### src/design/gcpb_pkg.sv
// shared types and constants of the glyph coverage pixel blend unit
// no dependencies; compiled before all other design files
`timescale 1ns / 1ps
`default_nettype none

package gcpb_pkg;

    // glyph bitmap bound; columns and rows at or above it are clipped
    localparam int GLYPH_DIM = 256;
    localparam int GDIM_W    = 11;

    // field widths
    localparam int COV_W    = 8;
    localparam int POS_W    = 8;
    localparam int ORG_W    = 12;
    localparam int PIX_W    = 32;
    localparam int ADDR_W   = 20;
    localparam int REG_W    = 11;
    localparam int CH_W     = 8;
    localparam int NUM_CH   = 4;
    localparam int CFG_IDX_W  = 8;
    localparam int CFG_DATA_W = 32;

    localparam logic [CH_W-1:0] CH_MAX = 8'hFF;

    // register indexes
    localparam logic [CFG_IDX_W-1:0] REG_TEXT_COLOR  = 8'd0;
    localparam logic [CFG_IDX_W-1:0] REG_CLIP_WIDTH  = 8'd1;
    localparam logic [CFG_IDX_W-1:0] REG_CLIP_HEIGHT = 8'd2;
    localparam logic [CFG_IDX_W-1:0] REG_LINE_STRIDE = 8'd3;

    // register reset values
    localparam logic [PIX_W-1:0] RST_TEXT_COLOR  = 32'hFFFF_FFFF;
    localparam logic [REG_W-1:0] RST_CLIP_WIDTH  = 11'd480;
    localparam logic [REG_W-1:0] RST_CLIP_HEIGHT = 11'd272;
    localparam logic [REG_W-1:0] RST_LINE_STRIDE = 11'd512;

    // configuration seen by the datapath
    typedef struct packed {
        logic [PIX_W-1:0] text_color;
        logic [REG_W-1:0] clip_width;
        logic [REG_W-1:0] clip_height;
        logic [REG_W-1:0] line_stride;
    } t_cfg;

    // one registered input pixel
    typedef struct packed {
        logic [COV_W-1:0]        coverage;
        logic [POS_W-1:0]        glyph_col;
        logic [POS_W-1:0]        glyph_row;
        logic signed [ORG_W-1:0] origin_x;
        logic signed [ORG_W-1:0] origin_y;
        logic [PIX_W-1:0]        dest_pixel;
    } t_pix_item;

    // one registered result
    typedef struct packed {
        logic              write_enable;
        logic [ADDR_W-1:0] pixel_address;
        logic [PIX_W-1:0]  new_pixel;
    } t_res_item;

endpackage

`default_nettype wire

### src/design/gcpb_cfg_regs.sv
// configuration register file: text color, clip size and line stride
// depends on gcpb_pkg
`timescale 1ns / 1ps
`default_nettype none

module gcpb_cfg_regs import gcpb_pkg::*; (
    input  wire logic                  i_clk,
    input  wire logic                  i_rst_n,
    input  wire logic                  i_cfg_valid,
    output logic                       o_cfg_ready,
    input  wire logic [CFG_IDX_W-1:0]  i_cfg_index,
    input  wire logic [CFG_DATA_W-1:0] i_cfg_data,
    output t_cfg                       o_cfg
);

    t_cfg r_cfg;
    t_cfg n_cfg;

    // writes are always taken
    assign o_cfg_ready = 1'b1;

    // decode the register index, unknown indexes are dropped
    always_comb begin
        n_cfg = r_cfg;
        if (i_cfg_valid) begin
            case (i_cfg_index)
                REG_TEXT_COLOR:  n_cfg.text_color  = i_cfg_data[PIX_W-1:0];
                REG_CLIP_WIDTH:  n_cfg.clip_width  = i_cfg_data[REG_W-1:0];
                REG_CLIP_HEIGHT: n_cfg.clip_height = i_cfg_data[REG_W-1:0];
                REG_LINE_STRIDE: n_cfg.line_stride = i_cfg_data[REG_W-1:0];
                default:         n_cfg = r_cfg;
            endcase
        end
    end

    always_ff @(posedge i_clk) begin
        if (!i_rst_n) begin
            r_cfg.text_color  <= RST_TEXT_COLOR;
            r_cfg.clip_width  <= RST_CLIP_WIDTH;
            r_cfg.clip_height <= RST_CLIP_HEIGHT;
            r_cfg.line_stride <= RST_LINE_STRIDE;
        end else begin
            r_cfg <= n_cfg;
        end
    end

    assign o_cfg = r_cfg;

endmodule

`default_nettype wire

### config.mk
export PLATFORM = sky130hd
export DESIGN_NAME = gcpb_cfg_regs
export DESIGN_NICKNAME = d
export VERILOG_FILES = /design/src/design/gcpb_pkg.sv /design/src/design/gcpb_cfg_regs.sv
export SDC_FILE = /design/constraint.sdc
export NUM_CORES = 1
export LEC_CHECK = 0
export ABC_AREA = 1
export BUFFER_PORTS_ARGS = -buffer_cell sky130_fd_sc_hd__buf_2
export CAP_MARGIN = 10
export CORE_MARGIN = 1
export CORE_UTILIZATION = 25
export DETAILED_ROUTE_END_ITERATION = 8
export HOLD_SLACK_MARGIN = 0.08
export PLACE_DENSITY = 0.53
export SLEW_MARGIN = 20
export SYNTH_ARGS = -nofsm -noshare
export SYNTH_HDL_FRONTEND = slang
export SYNTH_SLANG_ARGS = --single-unit
### constraint.sdc
create_clock -name i_clk -period 1.1 [get_ports i_clk]
set_input_delay 0 -clock i_clk [delete_from_list [all_inputs] [get_ports i_clk]]
set_output_delay 0 -clock i_clk [all_outputs]
set_load 0.03 [all_outputs]
# Yosys cells after proc, flatten, opt, wreduce, memory -nomap -nowiden
# Index checks and enable logic that the tools add are counted.
[op_classes]
eq_ne = 3
reduce_logical = 5
[op_table]
columns = ["cell", "n"]
rows = [
  ["$eq A8 B2 Y1 const B", 2],
  ["$eq A8 B1 Y1 const B", 1],
  ["$logic_not A8 Y1", 1],
  ["$reduce_and A2 Y1", 4],
]
[word_totals]
ff_bits = 65
output_inout_bits = 66
wordCells = 12

# Logic depth before layout (Yosys ltp)
[depth]
word_depth = 2
depth_mapped = 7
ltp_nobuf = 6

# Least setup slack after synthesis
# No wires, ideal clock.
[synth_path]
path_type = "input to register"
start = "input i_cfg_index[3]"
end = "register r_cfg, in the netlist o_cfg[36]"
setup_time_ps = 134
arrival_ps = 709
path_slack_ps = 257
path_stages = 7
path_buffers = 1
path_cell_list = "nor2_2 nand2_2 nor2_8 nand2_2 buf_2 nand2_1 nand3_1"
[synth_via]
elab_chain_cells = 2
[synth_rtl]
columns = ["element", "line_no", "source"]
rows = [
  ["start, declared", "gcpb_cfg_regs.sv:11", "input wire logic [CFG_IDX_W-1:0] i_cfg_index,"],
  ["$logic_not A8 Y1", "gcpb_cfg_regs.sv:26", "case (i_cfg_index)"],
  ["$reduce_and A2 Y1 (no line)", "--", ""],
  ["end signal, assigned", "gcpb_cfg_regs.sv:43", "r_cfg <= n_cfg;"],
  ["end, declared", "gcpb_cfg_regs.sv:16", "t_cfg r_cfg;"],
]
# No other way between the ends.
# A chain may end at the register's enable or synchronous reset.

# Worst setup path after layout
[layout_path]
start = "input i_cfg_valid"
end = "register r_cfg, in the netlist o_cfg[23]"
[layout_via]
elab_chain_cells = 1
[layout_rtl]
columns = ["element", "line_no", "source"]
rows = [
  ["start, declared", "gcpb_cfg_regs.sv:9", "input wire logic i_cfg_valid,"],
  ["$reduce_and A2 Y1 (no line)", "--", ""],
]
# No other way between the ends.

==> summary.txt <==
Outcome
  – Status: completed

CTS
  – CTS Sinks: 65
  – CTS Buf Count: 9
  – Clk_lat worst skew: 0.34 ns
  – CTS tree: done
  – Clock root buffer: clkbuf_8
  – Clock Path Buffers: 2
  – Setup bufs post-CTS: 0
  – Clock transition at the registers of the reported paths: 0.07 ns
  – Resized cells post-CTS: 0
  – H-tree depth: 3
  – Hold Buf Count CTS: 33

Drt
  – Pre-Repair DR Iteration Count: 4
  – First DRT Iteration DRCs: 185
  – DR vias: 2762
  – DRC viols: 0
  – Drt wl/cell: 13.16 µm
  – Avg Vias per Cell: 4.506
  – Remaining antenna violation count: 0
  – Routed wire length: 8066 µm

Yosys
  – Yosys reg bits: 65
  – Synth top area share: 50.31%
  – Seq/Total Area, Yosys: 50.31%
  – Average size of a mapped cell: 7.518 µm²
  – Syn Inst Count: 344
  – Mapped Nets: 387
  – Leading area contributor after synthesis: dfxtp_1
  – YS warnings: 0
  – Netlist cell types: 14
  – Largest cells by area after synthesis: dfxtp_1 50%, nand3_1 20%, nand2_1 10%, a21oi_1 5.0%, nor2_1 4.1%
  – Post-Syn Area: 0.002586 mm²

Floorplanning
  – Die height: 103.7 µm
  – Initial Util: 26.10%
  – Core area: 0.009910 mm²
  – Die area: 0.01076 mm²
  – Chip Width: 103.7 µm
  – Top Ports: 109
  – Row count: 36

Worst setup path
  – Setup CP Type: input port to register
  – Crit path arrival time: 1.23 ns
  – Critical path cell sequence: buf_2 > inv_1 > nor2_4 > dlygate4sd3_1 > nand3_1 > nand2_1 > nor2_1
  – CP endpoint kind: register
  – Slowest stage delay, CP: 0.72 ns
  – Max FO, Critical Path: 5
  – Worst r2r dst: o_cfg[17]
  – Worst reg2reg path depth: 2
  – Critical Path Source Type: input port
  – FF-to-FF setup slack: 0.50 ns
  – Slowest CP cell: dlygate4sd3_1
  – FF-to-FF Start: o_cfg[17]
  – Critical Path RT: 1.33 ns

Global route
  – Vias in the first global route: 2551
  – Gr busiest metal: met2
  – Met1 Track Usage GR: 20.06%
  – Global Route Usage Sum: 15.72%
  – First-pass GRT wire length: 13270 µm
  – Largest net degree at the start of global routing: 66
  – Grt met2 use: 24.74%
  – Met3 Usage GRT: 2.832%
  – Grt total ovfl: 0
  – Initial antenna violation count: 0

Cells and area
  – Max FFs per register: 65
  – Multi-input logic area: 0.001085 mm²
  – Synthesis-to-layout area growth: 48.48%
  – Final nets: 518
  – Fill count: 1071
  – Cell Count, Final, Fillers Out: 613
  – Storage element area: 0.001301 mm²
  – ANT cells: 0
  – Share of cells above drive strength 1: 28.75%

Min path
  – Worst Hold Launch: i_rst_n
  – WHS Endpoint: o_cfg[59]
  – Hold WC Path Type: input port to register
  – Hold depth: 3

Placement
  – DP Worst Slack: -0.007389 ns
  – HPWL after DPL: 5310 µm
  – IO Port Bufs: 107
  – Placed insts: 564
  – RD Place Congestion: 0.7496

Timing
  – Minimum clock period after layout: 0.9953 ns
  – Final WS setup: 0.1047 ns
  – Count of final setup violators: 0
  – Final Skew: 0 ns
  – Final period utilization: 90.48%
  – Final hold vios: 0
  – Max-slew violation count: 0
  – RSZ-0062 raised after global routing: no
  – F_max: 1005 MHz

Power
  – Peak VDD IR: 0.5427 mV
  – Power per standard cell area: 1308 mW/mm²
  – Static leakage: 1.844 nW

Flow run
  – Max Cap Viol: 0
## synthesized netlist by cell type
library cell	instances
nand3_1	104
buf_4	7
a21oi_1	26
inv_1	13
nand2_2	3
nor2_2	3
nand2_1	70
clkbuf_1	8
clkinv_1	1
conb_1	1
buf_2	14
nor2_1	28
dfxtp_1	65
nor2_8	1
## cell type report
cell class / instances / area share [%]
Clock inverter: 1 / 0.7820
Timing Repair Buffer: 149 / 26.26
Tap cell: 133 / 4.334
Clock buffer: 15 / 5.116
Multi-Input combinational cell: 236 / 28.25
Sequential cell: 65 / 33.89
Inverter: 14 / 1.369
## critical path: cells and delay by family
family        cells  cell delay, ns
buf+inv           3            0.86
simple gates      4            0.36
## kinds of logic (layout without fill, tap and decap cells)
logic type / after synthesis / after routing / synth area share [%]
AOI/OAI and AO/OA: 26 / 26 / 5.031
DFF: 65 / 65 / 50.31
buffers and inverters: 43 / 179 / 7.934
other: 1 / 1 / 0.1450
and+or+nand+nor: 209 / 209 / 36.57
## metal layers
layer / part of all wire, % / wire (µm) / vias up
li1: - / - / 1391
met1: 46 / 3680 / 1260
met2: 46 / 3748 / 88
met3: 4.3 / 350 / 23
met4: 3.5 / 286 / 0
met5: 0 / 0 / -
## cells in the final DEF (no fill, tap or decap), drive strengths merged
cell type | Yosys | final
a21oi | 26 | 26
nand2 | 73 | 73
bufinv | 0 | 1
dlygate4sd3 | 0 | 33
clkinv | 1 | 1
conb | 1 | 1
dfxtp | 65 | 65
nor2 | 32 | 32
buf | 21 | 116
clkbuf | 8 | 15
inv | 13 | 13
nand3 | 104 | 104
## power breakdown
group	internal (W)	switching, W
sequential	0.00236	0.00000280
combinational	0.000184	0.000220
clock	0.00136	0.000900
## through the flow
stage	utilization (%)	total power (W)	cell area, µm²	setup TNS [ns]	hold slack, ns
after floorplan	-	0.002574	2586	0	0.1544
after global placement	33.13	0.002723	3283	0	0.2399
after detailed placement	33.13	0.002724	3283	-0.01380	0.2474
after CTS	38.75	0.005087	3840	0	0.1023
after global routing	38.75	0.005277	3840	0	0.1083
final	38.75	0.005023	3840	0	0.1114
## worst max path at each step
stage | cells past startpoint | slack (ns) | end | from
2_1_floorplan | 7 | 0.26 | o_cfg[36] | i_cfg_index[3]
3_3_place_gp | 8 | 0.02 | o_cfg[27] | i_cfg_index[7]
3_5_place_dp | 8 | -0.007 | o_cfg[29] | i_cfg_index[7]
4_1_cts | 7 | 0.10 | o_cfg[23] | i_cfg_valid
5_1_grt | 7 | 0.04 | o_cfg[23] | i_cfg_valid
6_report | 7 | 0.10 | o_cfg[23] | i_cfg_valid
(Power assumes the default switching activity.)
